File: config.mk
export PLATFORM = sky130hd
export DESIGN_NAME = double_ended_queue_core
export DESIGN_NICKNAME = d
export VERILOG_FILES = /design/src/deq_pkg.sv /design/src/deq_ram.sv /design/src/deq_ctrl.sv /design/src/deq_dp.sv /design/src/double_ended_queue_core.sv
export SDC_FILE = /design/constraint.sdc
export NUM_CORES = 1
export LEC_CHECK = 0
export BUFFER_PORTS_ARGS = -buffer_cell sky130_fd_sc_hd__buf_2
export CAP_MARGIN = 5
export CORE_MARGIN = 1.5
export CORE_UTILIZATION = 30
export CTS_CLUSTER_SIZE = 40
export DETAILED_ROUTE_END_ITERATION = 10
export PLACE_DENSITY = 0.5
export SKIP_LAST_GASP = 1
export SLEW_MARGIN = 30
export SYNTH_ARGS = -nofsm -noshare
export SYNTH_HDL_FRONTEND = slang
export SYNTH_SLANG_ARGS = --single-unit
File: constraint.sdc
create_clock -name clk -period 3.75 [get_ports clk]
set_input_delay 0.375 -clock clk [delete_from_list [all_inputs] [get_ports clk]]
set_output_delay 0.375 -clock clk [all_outputs]
set_load 0.05 [all_outputs]
File: src/deq_pkg.sv
package deq_pkg;

  // Default ring size and fixed field widths.
  localparam int DEQ_DEPTH = 16;
  localparam int KIND_W    = 3;
  localparam int BYTE_W    = 8;
  localparam int FILL_W    = 5;

  // Operation codes; codes 6 and 7 mean nothing and act as a no-op.
  typedef enum logic [KIND_W-1:0] {
    KIND_PUSH_FRONT = 3'd0,
    KIND_PUSH_REAR  = 3'd1,
    KIND_POP_FRONT  = 3'd2,
    KIND_POP_REAR   = 3'd3,
    KIND_PEEK_FRONT = 3'd4,
    KIND_PEEK_REAR  = 3'd5
  } deq_kind_t;

  // Controller states.
  typedef enum logic [1:0] {
    ST_IDLE,
    ST_EXEC,
    ST_RESP
  } deq_state_t;

  // Input word.
  typedef struct packed {
    logic [KIND_W-1:0] kind;
    logic [BYTE_W-1:0] entry_byte;
  } deq_in_t;

  // Result word.
  typedef struct packed {
    logic              ok;
    logic [BYTE_W-1:0] value_out;
    logic [FILL_W-1:0] fill_count;
    logic              is_empty;
    logic              is_full;
  } deq_out_t;

  // Commands from the controller to the datapath.
  typedef struct packed {
    logic load;
    logic exec;
    logic emit;
  } deq_ctl_t;

endpackage

File: src/deq_ram.sv
module deq_ram #(
  parameter int WIDTH = 8,
  parameter int DEPTH = 16
) (
  input  logic                     clk,
  input  logic                     we,
  input  logic                     re,
  input  logic [$clog2(DEPTH)-1:0] addr,
  input  logic [WIDTH-1:0]         wdata,
  output logic [WIDTH-1:0]         rdata
);

  logic [WIDTH-1:0] mem [DEPTH];

  // Single port: one write or one registered read per cycle.
  always_ff @(posedge clk) begin
    if (we) begin
      mem[addr] <= wdata;
    end
    if (re) begin
      rdata <= mem[addr];
    end
  end

endmodule

File: src/deq_ctrl.sv
module deq_ctrl (
  input  logic              clk,
  input  logic              rst,
  input  logic              start,
  output logic              busy,
  output deq_pkg::deq_ctl_t ctl
);
  import deq_pkg::*;

  deq_state_t state, state_next;

  // State register.
  always_ff @(posedge clk) begin
    if (rst) begin
      state <= ST_IDLE;
    end else begin
      state <= state_next;
    end
  end

  // Next state and commands: take a word, execute it, then present the result.
  always_comb begin
    state_next = state;
    ctl        = '0;
    busy       = 1'b1;
    case (state)
      ST_IDLE: begin
        busy = 1'b0;
        if (start) begin
          ctl.load   = 1'b1;
          state_next = ST_EXEC;
        end
      end
      ST_EXEC: begin
        ctl.exec   = 1'b1;
        state_next = ST_RESP;
      end
      ST_RESP: begin
        ctl.emit   = 1'b1;
        state_next = ST_IDLE;
      end
      default: begin
        state_next = ST_IDLE;
      end
    endcase
  end

endmodule

File: src/deq_dp.sv
module deq_dp #(
  parameter int DEPTH = deq_pkg::DEQ_DEPTH
) (
  input  logic              clk,
  input  logic              rst,
  input  deq_pkg::deq_ctl_t ctl,
  input  deq_pkg::deq_in_t  request,
  output logic              done,
  output deq_pkg::deq_out_t result
);
  import deq_pkg::*;

  localparam int AW = $clog2(DEPTH);
  localparam int CW = $clog2(DEPTH + 1);

  logic [KIND_W-1:0] kind;
  logic [BYTE_W-1:0] entry_byte;
  logic [AW-1:0]     front_pos, rear_pos;
  logic [CW-1:0]     held;
  logic              ok, rd_hit;

  logic [AW-1:0]     front_prev, front_succ, rear_prev, rear_succ;
  logic [AW-1:0]     front_pos_next, rear_pos_next, addr;
  logic [CW-1:0]     held_next;
  logic              is_push, is_read, go;
  logic [BYTE_W-1:0] rdata;
  logic [CW+FILL_W-1:0] fill_ext;

  // Latch the accepted word.
  always_ff @(posedge clk) begin
    if (ctl.load) begin
      kind       <= request.kind;
      entry_byte <= request.entry_byte;
    end
  end

  // Ring neighbors of both positions, wrapping at DEPTH.
  always_comb begin
    front_prev = (front_pos == '0) ? AW'(DEPTH - 1) : front_pos - 1'b1;
    front_succ = (front_pos == AW'(DEPTH - 1)) ? '0 : front_pos + 1'b1;
    rear_prev  = (rear_pos == '0) ? AW'(DEPTH - 1) : rear_pos - 1'b1;
    rear_succ  = (rear_pos == AW'(DEPTH - 1)) ? '0 : rear_pos + 1'b1;
  end

  // Decode the operation, choose the slot and the new positions and count.
  always_comb begin
    is_push        = 1'b0;
    is_read        = 1'b0;
    addr           = front_pos;
    front_pos_next = front_pos;
    rear_pos_next  = rear_pos;
    held_next      = held;
    case (kind)
      KIND_PUSH_FRONT: begin
        is_push        = 1'b1;
        addr           = front_prev;
        front_pos_next = front_prev;
        held_next      = held + 1'b1;
      end
      KIND_PUSH_REAR: begin
        is_push       = 1'b1;
        addr          = rear_pos;
        rear_pos_next = rear_succ;
        held_next     = held + 1'b1;
      end
      KIND_POP_FRONT: begin
        is_read        = 1'b1;
        addr           = front_pos;
        front_pos_next = front_succ;
        held_next      = held - 1'b1;
      end
      KIND_POP_REAR: begin
        is_read       = 1'b1;
        addr          = rear_prev;
        rear_pos_next = rear_prev;
        held_next     = held - 1'b1;
      end
      KIND_PEEK_FRONT: begin
        is_read = 1'b1;
        addr    = front_pos;
      end
      KIND_PEEK_REAR: begin
        is_read = 1'b1;
        addr    = rear_prev;
      end
      default: begin
        is_push = 1'b0;
      end
    endcase
    go = (is_push && (held != CW'(DEPTH))) || (is_read && (held != '0));
  end

  // Positions and count change only when the operation succeeds; the ok and read flags are set on every execute.
  always_ff @(posedge clk) begin
    if (rst) begin
      front_pos <= '0;
      rear_pos  <= '0;
      held      <= '0;
      ok        <= 1'b0;
      rd_hit    <= 1'b0;
    end else if (ctl.exec) begin
      ok     <= go;
      rd_hit <= go && is_read;
      if (go) begin
        front_pos <= front_pos_next;
        rear_pos  <= rear_pos_next;
        held      <= held_next;
      end
    end
  end

  // Slot storage.
  deq_ram #(
    .WIDTH (BYTE_W),
    .DEPTH (DEPTH)
  ) u_ram (
    .clk   (clk),
    .we    (ctl.exec && go && is_push),
    .re    (ctl.exec && go && is_read),
    .addr  (addr),
    .wdata (entry_byte),
    .rdata (rdata)
  );

  // Result word; the count is cut or widened to the fill field.
  assign fill_ext          = {{FILL_W{1'b0}}, held};
  assign done              = ctl.emit;
  assign result.ok         = ok;
  assign result.value_out  = rd_hit ? rdata : '0;
  assign result.fill_count = fill_ext[FILL_W-1:0];
  assign result.is_empty   = (held == '0);
  assign result.is_full    = (held == CW'(DEPTH));

endmodule

File: src/double_ended_queue_core.sv
// Double-ended byte queue over a ring of DEPTH slots in a single-port RAM.
// Raise start with a word on request while busy is low; the word is taken
// at that edge and busy stays high through the execute and result states.
// The execute state applies the operation to the RAM port, and in the following
// cycle done is high for exactly one cycle with the result word on result, so
// no new word is taken until that result is out. The result cannot be held
// off: the receiver must capture it in the cycle that done is high. A pop
// or peek on an empty queue, a push on a full one and an unused operation
// code all return ok low, value_out zero and leave the queue unchanged.
module double_ended_queue_core #(
  parameter int DEPTH = deq_pkg::DEQ_DEPTH
) (
  input  logic              clk,
  input  logic              rst,
  input  logic              start,
  output logic              busy,
  input  deq_pkg::deq_in_t  request,
  output logic              done,
  output deq_pkg::deq_out_t result
);
  import deq_pkg::*;

  deq_ctl_t ctl;

  // Sequencing.
  deq_ctrl u_ctrl (
    .clk   (clk),
    .rst   (rst),
    .start (start),
    .busy  (busy),
    .ctl   (ctl)
  );

  // Positions, count and slot storage.
  deq_dp #(
    .DEPTH (DEPTH)
  ) u_dp (
    .clk     (clk),
    .rst     (rst),
    .ctl     (ctl),
    .request (request),
    .done    (done),
    .result  (result)
  );

endmodule

==> results by group, run 1 <==
CTS
  • Post-CTS setup buffer count: 0
  • Clock-pin slew on the worst setup and hold paths: 0.06 ns
  • H-tree depth: 4
  • Clock buffer depth: 2
  • Num CTS Buffers: 17
  • Count of hold-fix buffers inserted at cts: 0
  • Root Driver: clkbuf_16
  • CTS Sinks: 164
  • CTS tree: done
  • Post_cts resized: 0
  • Clock Latency Late Sink: 0.42 ns

Route
  • Initial DRC count: 195
  • Drt pass-1 iters: 4
  • Final ANT Viol Nets: 0
  • Routed len/inst: 18.2 µm
  • Via count: 4048
  • Total wire length: 15800 µm
  • DRC: 0
  • Vias per inst: 4.65

Logic synthesis
  • Cell taking the most area after synthesis: edfxtp_1
  • Post-synth EDFFs: 147
  • YS warnings: 0
  • Async SR Flop Fraction: 0%
  • Syn Area/Cell: 14.8 µm²
  • Synthesis-stage register bit count: 164
  • Count of different cell masters after synthesis: 52
  • Mapped Area: 7300 µm²
  • Synth top area share: 60.4%
  • Area contributors post-synth: edfxtp_1 60%, mux2i_1 17%, dfxtp_1 4.7%, nor2_1 1.8%, buf_6 1.7%
  • Post-synth top cells: 147 x edfxtp_1, 122 x mux2i_1, 36 x nor2_1
  • Most used DFF post-synth: edfxtp_1
  • Most numerous cell in the Yosys netlist: edfxtp_1
  • Post-Syn Instances: 494
  • Seq/Total Area, Yosys: 65.1%
  • Syn Nets: 516

Setup path
  • Worst reg2reg path startpoint: u_dp.rear_pos[0]
  • WS Path Type: reg -> reg
  • Type of origin of the critical path: register
  • Crit. End Element: register
  • CP arrival: 3.29 ns
  • Crit. Startpoint: u_dp.rear_pos[0]
  • Crit Path Max Fanout: 19
  • CP Data Required Time: 3.91 ns

GRT
  • Initial antenna violation count: 0
  • First-pass GRT wire length: 24300 µm
  • Largest net degree at the start of global routing: 53
  • Grt total ovfl: 0
  • Vias in the first global route: 4107
  • Tot GR Track Use: 12.9%

Outcome
  • Status: complete, no violations

Placed design
  • DP Wirelength: 10300 µm
  • I/O Buffers: 31
  • Routability congestion estimate from global placement: 0.807
  • Post-DP Area: 7860 µm²

Pwr
  • Leak: 3.23 nW
  • Worst vdd ir: 0.000343 V
  • Pwr/cell area: 480 nW/µm²

STA
  • Achievable Freq: 320 MHz
  • Final Hold Viols: 0
  • Slew Viols, Final: 0
  • Hold Slack: 0.131 ns
  • Tcrit/Tclk final: 83.5%
  • Slew margin rel.: 53.5%
  • Fin Setup TNS: 0 ns
  • Final count of negative-setup-slack endpoints: 0
  • Worst clock skew: 0.00767 ns
  • Slew @ Worst Pin: 0.698 ns
  • Minimum clock period: 3.13 ns
  • RSZ-0062 raised after global routing: false

Finish
  • Nets: 560
  • # fillers: 2310
  • Layout area overhead: 15.0%
  • Layout cell share with drive strength beyond 1: 16.9%
  • Post-route cell area: 8400 µm²
  • Reg area: 4750 µm²
  • Multi-input gate area: 2340 µm²

Run
  • Max-Cap Viols: 0

Floorplan
  • Site row count: 56
  • Die Height: 159 µm
  • DIE AREA: 25300 µm²
  • I/O pin count: 32
  • Core region area: 23700 µm²
  • Initial core utilization: 30.8%
  • Die width: 159 µm

Worst hold path
  • Hold WC Path Type: in -> reg
  • Hold path startpoint: request[1]
==> critical path: stages (launching register included) <==
cell and delay [ns]:
dfxtp_1 0.54, inv_1 0.12, ha_1 0.25, nor3b_1 0.15, o21a_1 0.21, o311ai_4 0.33, buf_4 0.39, mux2i_1 0.26
mux2i_1 0.12, mux2i_1 0.35, mux2i_1 0.12
==> cells by family (layout without fill, tap and decap cells) <==
group	count (synthesis)	in the layout	synth area share, %
flops	164	164	65.1
mux	123	123	16.9
simple gates	95	95	6.63
compound gates	55	55	5.02
buf+inv	37	94	3.48
xor+xnor	12	12	1.44
fa+ha+maj	8	8	1.47
other cells	0	1	0
==> final cells by class <==
class	count	area share, %
sequential	164	56.6
tap	319	4.75
clock buffer	18	5.11
multi-input combinational	293	27.8
clock inverter	14	1.22
inverter	10	0.447
timing repair buffer	52	4.02
antenna	1	0.0298
==> power by group <==
part           internal [W]  switching [W]  leakage [nW]
Combinational      0.000165       0.000229          1.50
Clock              0.000856       0.000722         0.266
Sequential          0.00202      0.0000450          1.47
Total               0.00304       0.000996          3.23
==> registers in the layout, indices dropped and copies added, names as in the netlist <==
register,count
u_dp.held,5
u_dp.u_ram.rdata,8
u_ctrl.state,2
u_dp.kind,3
u_dp.front_pos,4
u_dp.entry_byte,8
u_dp.ok,1
u_dp.rear_pos,4
u_dp.rd_hit,1
u_dp.u_ram.mem,128
==> metal layers <==
layer  wire [µm]  track usage [%]  vias up
met5           0                0        -
met4         269             4.85        0
met3         323             2.92       13
met2        7690             20.5       50
met1        7530             17.3     2025
li1            -                -     1960
==> path summary, 6_finish.rpt <==
kind         cells after the start                  end  slack (ns)
max                             10  u_dp.u_ram.rdata[2]        0.62
min                              1   u_dp.entry_byte[1]        0.13
max reg2reg                     10  u_dp.u_ram.rdata[2]        0.62
min reg2reg                      2              u_dp.ok        0.46
==> stage by stage <==
step | power (W) | worst slack, ns | utilization (%) | std cells
2_1_floorplan | 0.00240 | 0.871 | - | 494
3_3_place_gp | 0.00249 | 0.689 | 33.2 | 838
3_5_place_dp | 0.00250 | 0.630 | 33.2 | 838
6_report | 0.00403 | 0.620 | 35.5 | 871
4_1_cts | 0.00408 | 0.626 | 35.4 | 870
5_1_grt | 0.00419 | 0.388 | 35.5 | 870
==> layout by cell type (no fill, tap or decap), types with 6 or more instances in the layout <==
master,n
buf_4,19
edfxtp_1,147
a21oi_1,16
xnor2_1,6
inv_1,10
nor2_1,34
mux2i_1,122
clkbuf_16,17
nand2b_1,6
and2_1,9
nand2_1,15
dfxtp_1,17
xor2_1,6
ha_1,7
buf_2,31
o21ai_0,11
Note: power is estimated with default switching activity, not from simulation.
==> run 2, diff against run 1 <==
==> constraint.sdc (replaced) <==
create_clock -name clk -period 3 [get_ports clk]
set_input_delay 0.3 -clock clk [delete_from_list [all_inputs] [get_ports clk]]
set_output_delay 0.3 -clock clk [all_outputs]
set_load 0.05 [all_outputs]
==> results by group, run 2 (synthesized netlist as in run 1, its figures left out) <==
Outcome
  • Status: complete, no violations

GRT
  • Vias in the first global route: 4222 (+2.8%)
  • Largest net degree at the start of global routing: 31 (-42%)
  • Initial antenna violation count: 0 (unchanged)
  • First-pass GRT wire length: 24800 µm (+2.1%)
  • Grt total ovfl: 0 (unchanged)
  • Tot GR Track Use: 13.1% (+0.13 points)

Worst hold path
  • Hold path startpoint: request[1]
  • Hold WC Path Type: in -> reg

CTS
  • Clock Latency Late Sink: 0.42 ns (about the same)
  • Num CTS Buffers: 17 (unchanged)
  • CTS Sinks: 164 (unchanged)
  • Count of hold-fix buffers inserted at cts: 0 (unchanged)
  • Clock buffer depth: 2 (unchanged)
  • Root Driver: clkbuf_16
  • CTS tree: done
  • H-tree depth: 4 (unchanged)
  • Post-CTS setup buffer count: 0 (unchanged)
  • Clock-pin slew on the worst setup and hold paths: 0.06 ns (about the same)

Setup path
  • Crit. Startpoint: u_dp.front_pos[0]
  • Worst-path cell chain: inv_1 > ha_1 > o21bai_1 > a21oi_1 > nor3_1 > a21oi_1 > o21ai_2 > buf_4 > or2_2 > nor2_1 > buf_4
  • Crit Path Max Fanout: 8 (-11)
  • Slowest cell on crit path: dfxtp_1
  • Crit. End Element: register
  • CP Data Required Time: 3.12 ns (-0.79 ns)
  • Worst reg2reg path startpoint: u_dp.front_pos[0]
  • Buf/Inv on CP: 3 (+1)
  • WS Path Type: reg -> reg
  • Top delay family on crit path: compound AO/OA/AOI/OAI gates
  • Type of origin of the critical path: register
  • CP arrival: 2.94 ns (-0.35 ns)
  • Crit path largest cell delay: 0.46 ns (-0.08 ns)

Floorplan
  • Die width: 159 µm (unchanged)
  • Initial core utilization: 30.8% (unchanged)
  • I/O pin count: 32 (unchanged)
  • Site row count: 56 (unchanged)
  • DIE AREA: 25300 µm² (unchanged)
  • Core region area: 23700 µm² (unchanged)
  • Die Height: 159 µm (unchanged)

STA
  • Minimum clock period: 2.82 ns (-0.315 ns)
  • Final Hold Viols: 0 (unchanged)
  • Slew margin rel.: 50.1% (-3.4 points)
  • Tcrit/Tclk final: 93.8% (+10 points)
  • Slew @ Worst Pin: 0.746 ns (+0.0478 ns)
  • Slew Viols, Final: 0 (unchanged)
  • Hold Slack: 0.0545 ns (-0.0760 ns)
  • Achievable Freq: 355 MHz (+11%)
  • Final count of negative-setup-slack endpoints: 0 (unchanged)
  • RSZ-0062 raised after global routing: true
  • Worst clock skew: 0.0126 ns (+0.00492 ns)

Pwr
  • Pwr/cell area: 592 nW/µm² (+23%)
  • Worst vdd ir: 0.000433 V (+26%)
  • Leak: 3.30 nW (+2.2%)

Finish
  • Post-route cell area: 8530 µm² (+1.5%)
  • Antenna Cells: 0 (-1)
  • Layout area overhead: 16.8%
  • Max FFs per register: 128 (unchanged)
  • Top Registers: u_dp.u_ram.mem: 128 flops, u_dp.entry_byte: 8 flops, u_dp.u_ram.rdata: 8 flops
  • Layout cell share with drive strength beyond 1: 18.7% (+1.8 points)
  • Finished Layout Cells: 885 (+1.6%)
  • Most frequent cells in the layout: 147 x edfxtp_1, 122 x mux2i_1, 36 x nor2_1
  • Most common cell after layout, fill and taps aside: edfxtp_1
  • # fillers: 2313 (+0.13%)
  • Top reg by flops: u_dp.u_ram.mem
  • Nets: 576 (+2.9%)

Placed design
  • Routability congestion estimate from global placement: 0.808 (+0.14%)
  • Cell Count Post-Placement: 854 (+1.9%)
  • Post-DP Area: 7990 µm² (+1.7%)
  • I/O Buffers: 31 (unchanged)
  • DP Wirelength: 10600 µm (+3.7%)

Route
  • Initial DRC count: 350 (+79%)
  • Drt pass-1 iters: 4 (unchanged)
  • Final ANT Viol Nets: 0 (unchanged)
  • Via count: 4107 (+1.5%)
  • Routed len/inst: 17.7 µm (-2.4%)
  • Total wire length: 15700 µm (-0.87%)
  • DRC: 0 (unchanged)
  • Vias per inst: 4.64 (-0.15%)

Run
  • Max-Cap Viols: 0 (unchanged)
## run 2: where the power goes
group / total, W / internal (W) / switching [W]
combinational: 0.000523 / 0.000226 / 0.000297
sequential: 0.00257 / 0.00252 / 0.0000482
clock: 0.00195 / 0.00106 / 0.000892
## run 2: layout make-up
| cell class | count | area (µm²) | share of cell area, % |
|---|---|---|---|
| multi-input combinational | 293 | 2340 | 27.4 |
| clock inverter | 14 | 104 | 1.22 |
| tap | 319 | 399 | 4.68 |
| clock buffer | 17 | 425 | 4.99 |
| timing repair buffer | 68 | 470 | 5.52 |
| sequential | 164 | 4750 | 55.7 |
| inverter | 10 | 37.5 | 0.440 |
## run 2: stage by stage
step	power [W]	setup TNS (ns)	worst slack, ns	utilization, %
2_1_floorplan	0.00300	0	0.121	-
3_3_place_gp	0.00314	0	0.226	33.7
3_5_place_dp	0.00315	0	0.174	33.7
4_1_cts	0.00511	0	0.130	36.0
5_1_grt	0.00524	-0.107	-0.0119	36.0
6_report	0.00505	0	0.185	36.0
## run 2: worst paths after layout
check	endpoint	slack, ns	cells after the start
min reg2reg	u_dp.ok	0.46	2
min	u_dp.entry_byte[1]	0.05	1
max reg2reg	u_dp.u_ram.mem[5][4]	0.18	11
max	u_dp.u_ram.mem[5][4]	0.18	11
## run 2: layer usage
| metal | wire length, µm | up-vias | share of wire [%] | global-route usage [%] |
|---|---|---|---|---|
| met5 | 0 | - | 0 | 0 |
| met4 | 204 | 0 | 1.3 | 4.37 |
| met3 | 393 | 14 | 2.5 | 2.76 |
| met2 | 7610 | 62 | 49 | 21.5 |
| met1 | 7470 | 2043 | 48 | 17.1 |
| li1 | - | 1988 | - | - |
## run 2: what timing repair did
item                                   CTS  global route
setup endpoints to repair                0             3
gates resized for setup                  0             1
endpoints found under the hold margin    0             0
==> run 3, diff against run 2 <==
--- a/config.mk
+++ b/config.mk
@@ -12,6 +12,8 @@
 export CTS_CLUSTER_SIZE = 40
 export DETAILED_ROUTE_END_ITERATION = 10
 export PLACE_DENSITY = 0.5
+export RECOVER_POWER = 50
+export SETUP_SLACK_MARGIN = 0.2
 export SKIP_LAST_GASP = 1
 export SLEW_MARGIN = 30
 export SYNTH_ARGS = -nofsm -noshare
==> results by group, run 3 (synthesized netlist as in run 1, its figures left out) <==
Route
  • Metal2 WL: 7680 µm (+0.93%)
  • Vias per inst: 4.65 (+0.18%)
  • DR top layer: met4
  • Initial DRC count: 261 (-25%)
  • Drt pass-1 iters: 4 (unchanged)
  • Via count: 4175 (+1.7%)
  • Routed len/inst: 17.6 µm (-0.56%)
  • M1 WL: 7190 µm (-3.6%)
  • DRC: 0 (unchanged)
  • Total wire length: 15800 µm (+0.90%)
  • Final ANT Viol Nets: 0 (unchanged)
  • Routed length on met3: 522 µm (+33%)

Setup path
  • Crit-path most repeated cell: mux2i_1
  • Worst-path cell chain: inv_1 > ha_2 > nor3b_1 > o21a_1 > o311ai_4 > buf_12 > buf_12 > mux2i_2 > mux2i_1 > mux2i_1 > mux2i_1
  • R2R depth: 11 (unchanged)
  • Crit Path Max Fanout: 10 (+2)
  • CP arrival: 2.83 ns (-0.11 ns)
  • Top delay family on crit path: multiplexers
  • Buf/Inv on CP: 3 (unchanged)
  • WS Path Type: reg -> reg
  • Crit. End Element: register
  • Flop-to-flop setup slack: 0.34 ns (+0.16 ns)
  • Crit path largest cell delay: 0.35 ns (-0.11 ns)
  • Levels on crit path: 11 (unchanged)
  • Type of origin of the critical path: register
  • CP Data Required Time: 3.17 ns (+0.05 ns)
  • Slowest cell on crit path: o311ai_4

Finish
  • Multi-input gate area: 2370 µm² (+1.2%)
  • Nets: 587 (+1.9%)
  • Top Registers: u_dp.u_ram.mem: 128 flops, u_dp.entry_byte: 8 flops, u_dp.u_ram.rdata: 8 flops
  • Most common cell after layout, fill and taps aside: edfxtp_1
  • Finished Layout Cells: 898 (+1.5%)
  • Max FFs per register: 128 (unchanged)
  • Most frequent cells in the layout: 147 x edfxtp_1, 121 x mux2i_1, 36 x nor2_1
  • # fillers: 2295 (-0.78%)
  • Reg area: 4760 µm² (about the same)
  • Top reg by flops: u_dp.u_ram.mem
  • Layout area overhead: 19.9%
  • Post-route cell area: 8760 µm² (+2.7%)
  • Layout cell share with drive strength beyond 1: 19.2% (+0.48 points)

Floorplan
  • Die Height: 159 µm (unchanged)
  • Site row count: 56 (unchanged)
  • Die width: 159 µm (unchanged)
  • DIE AREA: 25300 µm² (unchanged)
  • Initial core utilization: 30.8% (unchanged)
  • Core region area: 23700 µm² (unchanged)
  • I/O pin count: 32 (unchanged)

Outcome
  • Status: complete, no violations

GRT
  • Tot GR Track Use: 12.4% (-0.62 points)
  • Grt total ovfl: 0 (unchanged)
  • Largest net degree at the start of global routing: 30 (-3.2%)
  • First-pass GRT wire length: 23700 µm (-4.5%)
  • Initial antenna violation count: 0 (unchanged)
  • Vias in the first global route: 4168 (-1.3%)

CTS
  • Root Driver: clkbuf_16
  • Clock Latency Late Sink: 0.43 ns (about the same)
  • CTS tree: done
  • CTS Sinks: 164 (unchanged)
  • Clock buffer depth: 2 (unchanged)
  • Count of hold-fix buffers inserted at cts: 0 (unchanged)
  • H-tree depth: 4 (unchanged)
  • Num CTS Buffers: 17 (unchanged)
  • Clock-pin slew on the worst setup and hold paths: 0.07 ns (about the same)

Pwr
  • Leak: 3.36 nW (+1.6%)
  • Worst vdd ir: 0.000342 V (-21%)
  • Pwr/cell area: 594 nW/µm² (+0.46%)

Worst hold path
  • Hold WC Path Type: in -> reg
  • WHS Path Cells: 1 (unchanged)

STA
  • Slew @ Worst Pin: 0.732 ns (-0.0139 ns)
  • Tcrit/Tclk final: 88.6% (-5.2 points)
  • Minimum clock period: 2.66 ns (-0.156 ns)
  • Achievable Freq: 376 MHz (+5.9%)
  • Final count of negative-setup-slack endpoints: 0 (unchanged)
  • Fin Setup TNS: 0 ns (unchanged)
  • Slew Viols, Final: 0 (unchanged)
  • Hold Slack: 0.0445 ns (-0.00998 ns)
  • Final Hold Viols: 0 (unchanged)
  • Slew margin rel.: 51.1% (+0.96 points)
  • Worst clock skew: 0.00798 ns (-0.00461 ns)
  • Fin worst setup slack: 0.341 ns (+0.156 ns)
  • RSZ-0062 raised after global routing: true

Placed design
  • Cell Count Post-Placement: 854 (unchanged)
  • Routability congestion estimate from global placement: 0.769 (-4.8%)
  • I/O Buffers: 31 (unchanged)
  • Pre-CTS setup slack: 0.248 ns (+0.0740 ns)
  • DP Wirelength: 10300 µm (-3.0%)
  • Post-DP Area: 8030 µm² (+0.44%)

Run
  • Max-Cap Viols: 0 (unchanged)
run 3: changes by cell type in the layout (fill, tap and decap cells not counted), moves of 2 or more:
| cell | delta |
|---|---|
| buf_12 | +2 |
| buf_2 | -13 |
| nor3_1 | -2 |
| clkbuf_1 | +14 |
| inv_6 | +2 |
| clkbuf_16 | +3 |
| clkinv_4 | -2 |
| nor3_2 | +2 |
| buf_6 | +3 |
run 3: through the flow:
| step | utilization, % | total power (W) |
|---|---|---|
| finish | 37.0 | 0.00520 |
| global route | 37.0 | 0.00539 |
| CTS | 36.2 | 0.00519 |
| detailed placement | 33.9 | 0.00315 |
| global placement | 33.9 | 0.00314 |
| floorplan | - | 0.00300 |
run 3: path summary, 6_finish.rpt:
| kind | start | end |
|---|---|---|
| max | u_dp.rear_pos[0] | u_dp.u_ram.rdata[2] |
| min | request[8] | u_dp.kind[0] |
| max reg2reg | u_dp.rear_pos[0] | u_dp.u_ram.rdata[2] |
| min reg2reg | u_dp.ok | u_dp.ok |
run 3: per-layer routing:
layer  global-route usage (%)  vias up
met4                     6.17        0
met1                     15.7     2088
met2                     20.6       65
met5                        0        -
li1                         -     2001
met3                     2.19       21
run 3: repair_timing:
item | 4_1_cts | 5_1_grt
endpoints found under the setup margin | 0 | 92
buffers inserted | 0 | 8
gates resized for setup | 0 | 11
run 3: area by class of cell:
class | count | area share, %
diodes | 1 | 0.0286
clock buffers | 17 | 4.86
clock inverters | 15 | 1.44
inverters | 10 | 0.429
multi-input cells | 293 | 27.0
flip-flops and latches | 164 | 54.3
well taps | 319 | 4.56
repair buffers | 79 | 7.33
run 3: power by group:
group | switching [W] | leakage, nW | internal, W
clock network | 0.000902 | 0.271 | 0.00114
logic | 0.000314 | 1.62 | 0.000275
registers | 0.0000457 | 1.47 | 0.00252
total | 0.00126 | 3.36 | 0.00394
run 3: worst reg2reg max path, cell delays in order, from the launching register on:
cell	delay, ns
dfxtp_1	0.34
inv_1	0.07
ha_2	0.21
nor3b_1	0.15
o21a_1	0.23
o311ai_4	0.35
buf_12	0.18
buf_12	0.15
mux2i_2	0.22
mux2i_1	0.10
mux2i_1	0.28
mux2i_1	0.12
